--- src/sv/assert_macros.svh ---
// assertion macros for the splitter's sequencer
// expects signals named clk and rst in the including module's scope
`ifndef ASSERT_MACROS_SVH
`define ASSERT_MACROS_SVH
`ifndef ASSERT_OFF
`define ASSERT_CLK(lbl, prop) \
  lbl: assert property (@(posedge clk) disable iff (rst) prop) \
    else $error("splitter assertion failed");
`define ASSERT_CLK_ALWAYS(lbl, prop) \
  lbl: assert property (@(posedge clk) prop) \
    else $error("splitter assertion failed");
`else
`define ASSERT_CLK(lbl, prop)
`define ASSERT_CLK_ALWAYS(lbl, prop)
`endif
`endif

--- src/sv/dss_pkg.sv ---
// shared constants, types and helpers for the delimiter string splitter
// no dependencies
package dss_pkg;

  localparam int MAX_DELIM = 16;
  localparam int WIN_DEPTH = MAX_DELIM + 1;
  localparam int CNT_W     = $clog2(WIN_DEPTH + 1);
  localparam int LEN_W     = 5;
  localparam int CFG_IDX_W = 2;
  localparam int DATA_W    = 64;
  localparam int LEAD_BIT  = 7;

  // configuration register indexes
  localparam logic [CFG_IDX_W-1:0] CFG_DELIM_LEN  = 2'd0;
  localparam logic [CFG_IDX_W-1:0] CFG_DELIM_LOW  = 2'd1;
  localparam logic [CFG_IDX_W-1:0] CFG_DELIM_HIGH = 2'd2;

  // configuration reset values
  localparam logic [LEN_W-1:0]  RST_DELIM_LEN  = 5'd1;
  localparam logic [DATA_W-1:0] RST_DELIM_LOW  = 64'd44;
  localparam logic [DATA_W-1:0] RST_DELIM_HIGH = 64'd0;

  typedef enum logic [1:0] {
    ST_IDLE,
    ST_SCAN,
    ST_SKIP,
    ST_FLUSH
  } dss_state_t;

  // broadcast control for the window cells
  typedef struct packed {
    logic             shift;
    logic             wr_en;
    logic [CNT_W-1:0] wr_idx;
    logic [CNT_W-1:0] len;
  } cell_ctrl_t;

  // clamp the raw length register to 1..MAX_DELIM
  function automatic logic [CNT_W-1:0] eff_len(input logic [LEN_W-1:0] raw);
    logic [CNT_W-1:0] n;
    n = CNT_W'(raw);
    if (raw == '0) n = CNT_W'(1);
    else if (raw > LEN_W'(MAX_DELIM)) n = CNT_W'(MAX_DELIM);
    return n;
  endfunction

endpackage

--- src/sv/dss_cell.sv ---
// one byte cell of the look-ahead window: load, shift toward head, compare
// depends on dss_pkg
module dss_cell import dss_pkg::*; (
  input  logic             clk,
  input  cell_ctrl_t       ctrl,
  input  logic [CNT_W-1:0] idx,
  input  logic [7:0]       new_byte,
  input  logic [7:0]       next_byte,
  input  logic [7:0]       delim_byte,
  output logic [7:0]       cell_byte,
  output logic             eq
);

  // shift from the neighbor or take the incoming byte at our slot
  always_ff @(posedge clk) begin
    if (ctrl.shift) begin
      cell_byte <= next_byte;
    end else if (ctrl.wr_en && (ctrl.wr_idx == idx)) begin
      cell_byte <= new_byte;
    end
  end

  // cells beyond the delimiter length always agree
  assign eq = (idx >= ctrl.len) || (cell_byte == delim_byte);

endmodule

--- src/sv/dss_ctrl.sv ---
// sequencer for the splitter: config registers, window count, match and
// flush control, output register; depends on dss_pkg and assert_macros.svh
`include "assert_macros.svh"
module dss_ctrl import dss_pkg::*; (
  input  logic                   clk,
  input  logic                   rst,
  input  logic                   in_valid,
  output logic                   in_ready,
  input  logic                   src_present,
  input  logic                   src_last,
  output logic                   out_valid,
  input  logic                   out_ready,
  output logic [7:0]             seg_byte,
  output logic                   seg_byte_valid,
  output logic                   seg_end,
  output logic                   string_end,
  output logic                   run_last,
  input  logic                   cfg_valid,
  output logic                   cfg_ready,
  input  logic [CFG_IDX_W-1:0]   cfg_index,
  input  logic [DATA_W-1:0]      cfg_data,
  input  logic [7:0]             head_byte,
  input  logic [WIN_DEPTH-1:0]   eq_vec,
  output cell_ctrl_t             cell_ctrl,
  output logic [8*MAX_DELIM-1:0] delim_bytes
);

  dss_state_t       state, state_next;
  logic [LEN_W-1:0] delim_len;
  logic [DATA_W-1:0] delim_low, delim_high;
  logic [CNT_W-1:0] count, count_next;
  logic [CNT_W-1:0] skip_cnt, skip_next;
  logic             trail, trail_next;
  logic             last_q, last_next;

  logic [CNT_W-1:0] len;
  logic             hit, loop_go, out_free;
  logic [CNT_W-1:0] count_after;
  logic             shift, wr_en, emit;
  logic [7:0]       e_byte;
  logic             e_valid, e_end, e_str, e_run;

  assign len         = eff_len(delim_len);
  assign hit         = &eq_vec;
  assign loop_go     = count > len;
  assign out_free    = !out_valid || out_ready;
  assign cfg_ready   = 1'b1;
  assign delim_bytes = {delim_high, delim_low};
  assign count_after = (!trail && hit) ? (count - len) : (count - CNT_W'(1));

  assign cell_ctrl.shift  = shift;
  assign cell_ctrl.wr_en  = wr_en;
  assign cell_ctrl.wr_idx = count;
  assign cell_ctrl.len    = len;

  // configuration write transaction
  always_ff @(posedge clk) begin
    if (rst) begin
      delim_len  <= RST_DELIM_LEN;
      delim_low  <= RST_DELIM_LOW;
      delim_high <= RST_DELIM_HIGH;
    end else if (cfg_valid) begin
      unique case (cfg_index)
        CFG_DELIM_LEN:  delim_len  <= cfg_data[LEN_W-1:0];
        CFG_DELIM_LOW:  delim_low  <= cfg_data;
        CFG_DELIM_HIGH: delim_high <= cfg_data;
        default: ;
      endcase
    end
  end

  // next state
  always_comb begin
    state_next = state;
    unique case (state)
      ST_IDLE: begin
        if (in_valid) state_next = ST_SCAN;
      end
      ST_SCAN: begin
        if (loop_go) begin
          if (out_free && !trail && hit && (len > CNT_W'(1))) state_next = ST_SKIP;
        end else if (last_q) begin
          state_next = ST_FLUSH;
        end else begin
          state_next = ST_IDLE;
        end
      end
      ST_SKIP: begin
        if (skip_cnt == CNT_W'(1)) state_next = ST_SCAN;
      end
      ST_FLUSH: begin
        if (out_free && (count <= CNT_W'(1))) state_next = ST_IDLE;
      end
      default: state_next = ST_IDLE;
    endcase
  end

  // datapath control and result formation
  always_comb begin
    in_ready   = 1'b0;
    shift      = 1'b0;
    wr_en      = 1'b0;
    emit       = 1'b0;
    e_byte     = 8'h00;
    e_valid    = 1'b0;
    e_end      = 1'b0;
    e_str      = 1'b0;
    e_run      = 1'b0;
    count_next = count;
    trail_next = trail;
    skip_next  = skip_cnt;
    last_next  = last_q;
    unique case (state)
      ST_IDLE: begin
        in_ready = 1'b1;
        if (in_valid) begin
          last_next = src_last;
          if (src_present && (count < CNT_W'(WIN_DEPTH))) begin
            wr_en      = 1'b1;
            count_next = count + CNT_W'(1);
          end
        end
      end
      ST_SCAN: begin
        if (loop_go && out_free) begin
          emit       = 1'b1;
          shift      = 1'b1;
          count_next = count - CNT_W'(1);
          e_run      = !last_q && (count_after <= len);
          if (trail) begin
            e_byte     = head_byte;
            e_valid    = 1'b1;
            trail_next = 1'b0;
          end else if (hit) begin
            e_end     = 1'b1;
            skip_next = len - CNT_W'(1);
          end else begin
            e_byte     = head_byte;
            e_valid    = 1'b1;
            trail_next = head_byte[LEAD_BIT];
          end
        end
      end
      ST_SKIP: begin
        // drop the rest of a matched delimiter
        shift      = 1'b1;
        count_next = count - CNT_W'(1);
        skip_next  = skip_cnt - CNT_W'(1);
      end
      ST_FLUSH: begin
        if (out_free) begin
          emit = 1'b1;
          if (count == '0) begin
            e_end      = 1'b1;
            e_str      = 1'b1;
            e_run      = 1'b1;
            trail_next = 1'b0;
          end else begin
            e_byte     = head_byte;
            e_valid    = 1'b1;
            shift      = 1'b1;
            count_next = count - CNT_W'(1);
            if (count == CNT_W'(1)) begin
              e_end      = 1'b1;
              e_str      = 1'b1;
              e_run      = 1'b1;
              trail_next = 1'b0;
            end
          end
        end
      end
      default: ;
    endcase
  end

  // control registers
  always_ff @(posedge clk) begin
    if (rst) begin
      state    <= ST_IDLE;
      count    <= '0;
      trail    <= 1'b0;
      last_q   <= 1'b0;
      skip_cnt <= '0;
    end else begin
      state    <= state_next;
      count    <= count_next;
      trail    <= trail_next;
      last_q   <= last_next;
      skip_cnt <= skip_next;
    end
  end

  // output register, valid held until the transaction completes
  always_ff @(posedge clk) begin
    if (rst) begin
      out_valid <= 1'b0;
    end else if (emit) begin
      out_valid <= 1'b1;
    end else if (out_ready) begin
      out_valid <= 1'b0;
    end
  end

  always_ff @(posedge clk) begin
    if (emit) begin
      seg_byte       <= e_byte;
      seg_byte_valid <= e_valid;
      seg_end        <= e_end;
      string_end     <= e_str;
      run_last       <= e_run;
    end
  end

  // window never overfills
  `ASSERT_CLK(a_count_bound, count <= CNT_W'(WIN_DEPTH))
  // the string end leaves an empty window behind
  `ASSERT_CLK(a_flush_clears, (emit && e_str) |=> (count == '0) && !trail)
  // each skip cycle drops exactly one byte
  `ASSERT_CLK(a_skip_drains, (state == ST_SKIP) |=> count == CNT_W'($past(count) - 1))
  // a skip only runs while delimiter bytes remain in the window
  `ASSERT_CLK(a_skip_room, (state == ST_SKIP) |-> (count >= skip_cnt) && (skip_cnt != '0))

endmodule

--- src/sv/delimiter_string_splitter_top.sv ---
// Each accepted byte is written into the window; the window is then scanned, and while
// it holds more bytes than the delimiter length its head is checked and a result is
// registered. A match drops the remaining delimiter bytes, a string end flushes every
// byte still held (an empty final segment still emits a result), and the receiver
// holding off stalls the emitting step. New bytes are accepted only while idle.
// Reset (rst, synchronous): window empty, delimiter length 1, delimiter ','.
module delimiter_string_splitter_top import dss_pkg::*; (
  input  logic                 clk,
  input  logic                 rst,
  input  logic                 in_valid,
  output logic                 in_ready,
  input  logic [7:0]           src_byte,
  input  logic                 src_present,
  input  logic                 src_last,
  output logic                 out_valid,
  input  logic                 out_ready,
  output logic [7:0]           seg_byte,
  output logic                 seg_byte_valid,
  output logic                 seg_end,
  output logic                 string_end,
  output logic                 run_last,
  input  logic                 cfg_valid,
  output logic                 cfg_ready,
  input  logic [CFG_IDX_W-1:0] cfg_index,
  input  logic [DATA_W-1:0]    cfg_data
);

  cell_ctrl_t             cell_ctrl;
  logic [8*MAX_DELIM-1:0] delim_bytes;
  logic [7:0]             cell_bytes [WIN_DEPTH];
  logic [WIN_DEPTH-1:0]   eq_vec;

  // sequencer
  dss_ctrl u_ctrl (
    .clk            (clk),
    .rst            (rst),
    .in_valid       (in_valid),
    .in_ready       (in_ready),
    .src_present    (src_present),
    .src_last       (src_last),
    .out_valid      (out_valid),
    .out_ready      (out_ready),
    .seg_byte       (seg_byte),
    .seg_byte_valid (seg_byte_valid),
    .seg_end        (seg_end),
    .string_end     (string_end),
    .run_last       (run_last),
    .cfg_valid      (cfg_valid),
    .cfg_ready      (cfg_ready),
    .cfg_index      (cfg_index),
    .cfg_data       (cfg_data),
    .head_byte      (cell_bytes[0]),
    .eq_vec         (eq_vec),
    .cell_ctrl      (cell_ctrl),
    .delim_bytes    (delim_bytes)
  );

  // window cells, head at cell 0, each shifting from its upper neighbor
  for (genvar i = 0; i < WIN_DEPTH; i++) begin : g_cell
    logic [7:0] nbr_byte;
    logic [7:0] dl_byte;

    if (i == WIN_DEPTH - 1) begin : g_tail
      assign nbr_byte = 8'h00;
    end else begin : g_mid
      assign nbr_byte = cell_bytes[i+1];
    end

    if (i < MAX_DELIM) begin : g_dl
      assign dl_byte = delim_bytes[8*i +: 8];
    end else begin : g_nodl
      assign dl_byte = 8'h00;
    end

    dss_cell u_cell (
      .clk        (clk),
      .ctrl       (cell_ctrl),
      .idx        (CNT_W'(i)),
      .new_byte   (src_byte),
      .next_byte  (nbr_byte),
      .delim_byte (dl_byte),
      .cell_byte  (cell_bytes[i]),
      .eq         (eq_vec[i])
    );
  end

endmodule
--- config.mk ---
export PLATFORM = sky130hd
export DESIGN_NAME = delimiter_string_splitter_top
export DESIGN_NICKNAME = d
export VERILOG_FILES = /design/src/sv/dss_pkg.sv /design/src/sv/dss_cell.sv /design/src/sv/dss_ctrl.sv /design/src/sv/delimiter_string_splitter_top.sv
export VERILOG_INCLUDE_DIRS = /design/src /design/src/sv
export SDC_FILE = /design/constraint.sdc
export NUM_CORES = 1
export LEC_CHECK = 0
export BUFFER_PORTS_ARGS = -buffer_cell sky130_fd_sc_hd__buf_2
export CAP_MARGIN = 15
export CORE_AREA = 2 2 115 228
export DETAILED_ROUTE_END_ITERATION = 6
export DIE_AREA = 0 0 117 230
export MAX_ROUTING_LAYER = met4
export PLACE_DENSITY = 0.74
export SYNTH_ARGS = -nofsm -noshare
export SYNTH_HDL_FRONTEND = slang
export SYNTH_SLANG_ARGS = --single-unit
--- constraint.sdc ---
create_clock -name clk -period 3.71 [get_ports clk]
set_clock_uncertainty 0.1 [all_clocks]
set_input_delay 0.1855 -clock clk [delete_from_list [all_inputs] [get_ports clk]]
set_output_delay 0.1855 -clock clk [all_outputs]
set_load 0.1 [all_outputs]
==> results of run 1 <==
[worst register-to-register path, cell delays in order (launching register included)]
cell	delay [ns]
edfxtp_1	0.42
xor2_1	0.17
nor4_1	0.68
a21boi_0	0.27
nor3_2	0.19
nand4_2	0.12
nor2_2	0.15
mux2i_1	0.22
ha_1	0.26
nor2b_1	0.13
o21a_1	0.16
o21ai_1	0.12
nand2b_1	0.06
a21oi_1	0.11
a31oi_1	0.05
o31ai_1	0.25
[registers in the layout, indices dropped and copies added (netlist names), 2 cells and up]
| signal | cells |
|---|---|
| g_cell.u_cell.cell_byte | 136 |
| u_ctrl.state | 2 |
| u_ctrl.delim_len | 5 |
| u_ctrl.skip_cnt | 5 |
| u_ctrl.delim_high | 64 |
| u_ctrl.delim_low | 64 |
| u_ctrl.seg_byte | 8 |
| u_ctrl.count | 5 |
[metal layers]
layer | routed length (um) | vias up | track usage
li1 | - | 5297 | -
met2 | 21800 | 459 | 0.548
met3 | 2050 | 168 | 0.0335
met5 | 0 | - | -
met4 | 3400 | 0 | 0.214
met1 | 13300 | 5384 | 0.312
[synthesized netlist by cell type (13+ instances only)]
master / number / area share
nand2_1: 573 / 0.16
dfxtp_1: 156 / 0.23
a21oi_1: 148 / 0.054
edfxtp_1: 140 / 0.31
xor2_1: 107 / 0.069
clkbuf_1: 60 / 0.017
nor2_1: 37 / 0.010
xnor2_1: 33 / 0.021
nor4_1: 25 / 0.012
ha_1: 22 / 0.020
inv_1: 19 / 0.0052
o21ai_0: 17 / 0.0063
mux2i_1: 13 / 0.0096
[final cells by class]
class | count | area, um2
antenna | 1 | 2.50
timing repair buffer | 222 | 1700
tap | 336 | 420
sequential | 296 | 7330
clock buffer | 36 | 729
clock inverter | 9 | 57.6
inverter | 20 | 75.1
multi-input combinational | 1098 | 5880
fill | 2038 | 8940
[worst max path at each step]
stage	endpoint	cells past startpoint	slack, ns
global placement	u_ctrl.run_last$_DFFE_PP_	15	0.12
floorplan	u_ctrl.run_last$_DFFE_PP_	22	0.03
CTS	u_ctrl.run_last$_DFFE_PP_	15	0.06
finish	u_ctrl.run_last$_DFFE_PP_	15	0.08
detailed placement	u_ctrl.run_last$_DFFE_PP_	21	0.1
global route	u_ctrl.run_last$_DFFE_PP_	20	-0.17
[power groups by stage]
stage	logic (mW)	clock network [mW]	registers, mW
6_report	5.34	2.61	5.80
5_1_grt	5.79	2.73	5.88
4_1_cts	5.28	2.61	5.79
3_5_place_dp	5.17	0	5.84
3_3_place_gp	5.09	0	5.81
2_1_floorplan	3.11	0	6.02
[cell families after synthesis]
family	Yosys count
AO/OA/AOI/OAI	205
XOR/XNOR	140
adder cells (fa/ha/maj)	23
buffers and inverters	100
flip-flops	296
multiplexers	13
other	1
AND/OR/NAND/NOR	716
[metrics by stage]
| step | TNS, ns | area [um2] | power [mW] |
|---|---|---|---|
| 2_1_floorplan | 0 | 13600 | 9.13 |
| 3_3_place_gp | 0 | 14600 | 10.9 |
| 3_5_place_dp | 0 | 14600 | 11.0 |
| 4_1_cts | 0 | 16100 | 13.7 |
| 5_1_grt | -0.173 | 16200 | 14.4 |
| 6_report | 0 | 16200 | 13.7 |
[timing repair]
action	4_1_cts	5_1_grt
hold endpoints to repair	144	0
hold buffers	77	0
gates resized for setup	0	12
endpoints found under the setup margin	0	1
setup buffers	0	2
==> impl_metrics.json, run 1 <==
{
  "worstPathMaxFanout": 2,
  "switching_power_mw": 5.62,
  "grt_first_pass_wirelength_um": 60800,
  "slew_headroom": 0.249,
  "final_cell_mix": "nand2_1 (573), dfxtp_1 (153), a21oi_1 (147)",
  "post-route-period-util": 0.980,
  "clock_tree.buffer_depth": 3,
  "synth_top_family_by_area": "simple AND/OR/NAND/NOR gates",
  "synth_area_um2": 13600,
  "worstPathArrival_ns": 3.90,
  "timing.hold.ws_ns": 0.0511,
  "place_hpwl_um": 28100,
  "cts.sinks": 296,
  "ys_seq_area_frac": 0.539,
  "synth_adder_area_share": 0.0217,
  "drt-total-wl_um": 40500,
  "status": "completed",
  "internal_power_mw": 8.12,
  "min-delay-start": "rst",
  "drtPass1Iterations": 5,
  "gr-total-overflow": 0,
  "power.share.clock": 0.190,
  "place_ws_ns": 0.0978,
  "vias_per_cell": 5.60,
  "irDropWorstVdd_uv": 538,
  "tightest_slew_ns": 1.12,
  "critical_path_class": "reg2reg",
  "setup_ws_ns": 0.0760,
  "synthArstFlopShare": 0,
  "cts_inserted_buffers": 25,
  "initial_utilization": 0.541,
  "final_antenna_net_count": 0,
  "port_buffers": 94,
  "pwr_density_cell_nw_per_um2": 848,
  "rr_startpoint": "g_cell[1].u_cell.cell_byte[7]$_DFFE_PP_",
  "fp.dieW_um": 117,
  "setup_viol": 0,
  "grt_max_degree": 93,
  "slowest_stage": "nor4_1",
  "rsz0062_at_grt": "yes",
  "required_ns": 3.97,
  "htree_levels": 1,
  "r2r_slack_ns": 0.08,
  "synth_compound_area_frac": 0.0872,
  "synth_seq_cells": 296,
  "worstPathCellList": "xor2_1, nor4_1, a21boi_0, nor3_2, nand4_2, nor2_2, mux2i_1, ha_1, nor2b_1, o21a_1, o21ai_1, nand2b_1, a21oi_1, a31oi_1, o31ai_1",
  "synth_flop_cell": "dfxtp_1",
  "die_area_um2": 26900,
  "rows": 82,
  "min_period_ns": 3.63,
  "swShare": 0.409,
  "finalWeightedCongestion": 0.969,
  "r2r.worst_path.cells": 15,
  "first_iter_violations": 1029,
  "power_frac_seq": 0.422,
  "crit_start": "g_cell[1].u_cell.cell_byte[7]$_DFFE_PP_",
  "antenna_found_initial": 1,
  "drive_gt1_frac": 0.128,
  "cp-end-kind": "flop",
  "syn_nets": 1598,
  "min_to": "u_ctrl.delim_len[1]$_SDFFE_PP0P_",
  "grt_pass1_vias": 11300,
  "tritoncts": "built",
  "clock.fmax_ghz": 0.275,
  "hold_path_depth": 2,
  "grt_usage": 0.311,
  "drv_slew": 0,
  "final_cells": 2018,
  "fin_nets": 1767,
  "core_um2": 25100,
  "fin_util": 0.645,
  "routedWlPerCell_um": 20.1,
  "start_kind": "flop",
  "hp-class": "in2reg",
  "num_vias": 11300,
  "die_h_um": 230,
  "synth-simple-area-share": 0.221,
  "syn_area_per_cell_um2": 9.10,
  "synth_edf_count": 140,
  "slowest_delay_ns": 0.68,
  "root_buffer": "clkbuf_16",
  "r2r_end": "u_ctrl.run_last$_DFFE_PP_",
  "cp_num_buf_inv": 0,
  "synth-xor-area-share": 0.0902,
  "pwr-share-comb": 0.388,
  "ioPinCount": 96,
  "synth_cell_type_count": 64,
  "yosys_warnings": 0,
  "synthCells": 1494,
  "leakagePower_nw": 6.57,
  "maxCapViolCount": 0,
  "drcViolationCount": 0,
  "placedCellCount": 1893,
  "hold_viol": 0,
  "area_growth_pct": 19.2,
  "synthMuxAreaShare": 0.00957,
  "layout_commonest_cell": "nand2_1",
  "insertion_delay_ns": 0.54,
  "clk_pin_slew_ns": 0.07,
  "path_delay_family": "simple AND/OR/NAND/NOR gates"
}
No activity file was read; power rests on OpenSTA's default activity.
==> run 2, diff against run 1 <==
Settings changed: ABC_AREA set to 1, CORE_AREA 2 2 115 228 to 2 2 156 311, DIE_AREA 0 0 117 230 to 0 0 158 313, PLACE_DENSITY 0.74 to 0.46.
==> run 2 against run 1 <==
Cell count up 26%. Total power grew 5.0%. Non-clock buffer count decreased by 9. Sequential power is 0.7% higher. Register-to-register slack improved by 0.26 ns. Area after synthesis grew 3.3%. Flip-flop and latch count unchanged. Maximum frequency rose by 7.8%. Largest cell class unchanged.
==> impl_metrics.json, run 2 <==
{
  "insertion_delay_ns": 0.59,
  "finalWeightedCongestion": 0.851,
  "largest_reg_flops": 136,
  "place_ws_ns": 0.251,
  "core_um2": 47200,
  "reg.largest.list": "g_cell.u_cell.cell_byte x136, u_ctrl.delim_high x64, u_ctrl.delim_low x64",
  "rows": 113,
  "first_iter_violations": 787,
  "num-fill-cells": 5094,
  "power_mw": 14.4,
  "grt_busiest_layer": "met2",
  "cts_inserted_buffers": 31,
  "layout_commonest_cell": "nand2_1",
  "gr-usage-met2": 0.318,
  "power.share.clock": 0.212,
  "setup_viol": 0,
  "htree_levels": 1,
  "synth.most_common_cell": "nand2_1",
  "num_vias": 11300,
  "r2r_end": "u_ctrl.run_last$_DFFE_PP_",
  "die_area_um2": 49500,
  "drive_gt1_frac": 0.119,
  "grt_max_degree": 97,
  "internal_power_mw": 8.48,
  "syn_area_per_cell_um2": 8.25,
  "min_to": "u_ctrl.count[1]$_SDFFE_PP0P_",
  "yosysTopAreaCell": "edfxtp_1",
  "critical_path_class": "reg2reg",
  "synth_area_um2": 14000,
  "setup-tns-final_ns": 0,
  "grt_usage": 0.185,
  "ioPinCount": 96,
  "start_kind": "flop",
  "routedWlPerCell_um": 17.4,
  "final_antenna_net_count": 0,
  "cts_setup_buffers": 0,
  "switching_power_mw": 5.95,
  "irDropWorstVdd_uv": 467,
  "leakagePower_nw": 7.25,
  "hold_viol": 0,
  "setup_ws_ns": 0.340,
  "tritoncts": "built",
  "synthCells": 1702,
  "pwr_density_cell_nw_per_um2": 842,
  "grt_pass1_vias": 11300,
  "tightest_slew_ns": 1.10,
  "antenna_cells": 0,
  "worstPathMaxFanout": 9,
  "rsz0062_at_grt": "no",
  "swShare": 0.412,
  "vias_per_cell": 4.47,
  "drtPass1Iterations": 5,
  "grt_util_met1": 0.232,
  "syn_nets": 1806,
  "grt_first_pass_wirelength_um": 67500,
  "root_buffer": "clkbuf_16",
  "synth_edf_count": 140,
  "r2r_slack_ns": 0.34,
  "worstPathArrival_ns": 3.62,
  "ys_seq_area_frac": 0.522,
  "synth.top_cells.by_count": "nand2_1 (419), nor2_1 (299), o21ai_0 (170)",
  "fin_nets": 1983,
  "cp-end-kind": "flop",
  "initial_utilization": 0.297,
  "rr_startpoint": "u_ctrl.delim_len[4]$_SDFFE_PP0P_",
  "antenna_found_initial": 0,
  "synth_flop_cell": "dfxtp_1",
  "synthArstFlopShare": 0,
  "clock_tree.buffer_depth": 3,
  "final_cell_mix": "nand2_1 (419), nor2_1 (297), o21ai_0 (170)",
  "drt-total-wl_um": 44100,
  "drcViolationCount": 0,
  "clk_pin_slew_ns": 0.07,
  "yosys_warnings": 0,
  "port_buffers": 94,
  "area_growth_pct": 22.1,
  "cts.sinks": 296,
  "required_ns": 3.96,
  "post-route-period-util": 0.908,
  "use_met3": 0.0185,
  "synth_cell_type_count": 42,
  "drv_slew": 0,
  "min_period_ns": 3.37,
  "maxCapViolCount": 0,
  "pwr-share-comb": 0.383,
  "fp.dieW_um": 158,
  "min-delay-start": "src_present",
  "hp-class": "in2reg",
  "clock.fmax_ghz": 0.297,
  "hold_path_depth": 6,
  "slew_headroom": 0.260,
  "synth_top_cell_area_share": 0.299,
  "largest-register": "g_cell.u_cell.cell_byte",
  "place_hpwl_um": 30900,
  "synth_seq_cells": 296,
  "status": "completed",
  "timing.hold.ws_ns": 0.133,
  "ys_top_cells_by_area": "edfxtp_1 (30%), dfxtp_1 (22%), nand2_1 (11%)",
  "die_h_um": 313,
  "r2r.worst_path.cells": 23,
  "gr-total-overflow": 0,
  "power_frac_seq": 0.405
}
==> run 2: changes by cell type after synthesis, moves of 66 or more <==
| cell | previous run | this run |
|---|---|---|
| nor2_1 | 37 | 299 |
| nand2_1 | 573 | 419 |
| o21ai_0 | 17 | 170 |
| inv_1 | 19 | 123 |
| a21oi_1 | 148 | 63 |
| xor2_1 | 107 | 41 |
==> run 2: final cells by class <==
class	instances	area [um2]	share of cell area
well taps	632	791	0.0462
multi-input cells	1203	5910	0.345
repair buffers	213	1600	0.0933
clock buffers	43	891	0.0520
inverters	134	509	0.0297
clock inverters	15	98.8	0.00577
flip-flops and latches	296	7330	0.428
==> run 2: kinds of logic (layout without fill, tap and decap cells) <==
logic type | Yosys count | count (layout) | synth area share
AOI/OAI and AO/OA | 287 | 287 | 0.106
other | 1 | 1 | 0.000267
xor gates and xnor gates | 108 | 108 | 0.0674
buffers and inverters | 203 | 405 | 0.0580
muxes | 1 | 1 | 0.000713
and+or+nand+nor | 783 | 783 | 0.224
adders and majority gates | 23 | 23 | 0.0210
DFF | 296 | 296 | 0.522
==> run 2: power by group through the flow <==
| stage | registers [mW] | logic (mW) | clock network, mW |
|---|---|---|---|
| finish | 5.84 | 5.52 | 3.06 |
| detailed placement | 5.92 | 5.51 | 0 |
| global placement | 5.94 | 5.51 | 0 |
| floorplan | 5.95 | 3.44 | 0 |
| global route | 5.96 | 6.18 | 3.26 |
| CTS | 5.87 | 5.60 | 3.14 |
==> run 2: worst max-delay path: stages (launching register included) <==
cell      delay (ns)
dfxtp_4         0.38
nor2_4          0.17
nand3_1         0.12
nand2_1         0.19
inv_1           0.11
ha_1            0.23
nor2_1          0.11
nand2_1         0.07
o21ai_0         0.15
nand2_1         0.09
nand2_1         0.07
inv_1           0.03
nand2_1         0.09
nor2_4          0.07
nand3_4         0.13
inv_2           0.06
nand2_1         0.05
o21ai_0         0.08
ha_1            0.28
nand4_1         0.10
o221ai_1        0.15
o21ai_0         0.11
nand3_1         0.11
nand2_1         0.05
==> run 2: metrics by stage <==
step | instance area, um2 | std cells | utilization
2_1_floorplan | 14000 | 1702 | -
3_5_place_dp | 15300 | 2398 | 0.325
5_1_grt | 17100 | 2536 | 0.363
6_report | 17100 | 2536 | 0.363
4_1_cts | 17100 | 2536 | 0.363
3_3_place_gp | 15300 | 2397 | 0.325
==> run 2: per-layer routing <==
| metal | wire length (um) | part of all wire |
|---|---|---|
| met1 | 19600 | 0.45 |
| met5 | 0 | 0 |
| met4 | 1140 | 0.026 |
| met2 | 21700 | 0.49 |
| met3 | 1640 | 0.037 |
==> run 2: worst max path at each step <==
| stage | from | slack, ns | depth (start not counted) | to |
|---|---|---|---|---|
| global placement | u_ctrl.delim_len[4]$_SDFFE_PP0P_ | 0.28 | 22 | u_ctrl.run_last$_DFFE_PP_ |
| finish | u_ctrl.delim_len[4]$_SDFFE_PP0P_ | 0.34 | 23 | u_ctrl.run_last$_DFFE_PP_ |
| floorplan | u_ctrl.state[1]$_SDFFE_PP0P_ | 0.43 | 5 | g_cell[11].u_cell.cell_byte[0]$_DFFE_PP_ |
| detailed placement | u_ctrl.delim_len[4]$_SDFFE_PP0P_ | 0.25 | 22 | u_ctrl.run_last$_DFFE_PP_ |
| CTS | u_ctrl.delim_len[4]$_SDFFE_PP0P_ | 0.24 | 22 | u_ctrl.run_last$_DFFE_PP_ |
| global route | u_ctrl.delim_len[3]$_SDFFE_PP0P_ | 0.02 | 23 | u_ctrl.run_last$_DFFE_PP_ |
==> run 2: repair_timing <==
| action | 4_1_cts | 5_1_grt |
|---|---|---|
| hold buffers | 80 | 0 |
| endpoints found under the hold margin | 155 | 0 |
| resized for setup | 0 | 4 |
| endpoints found under the setup margin | 0 | 17 |
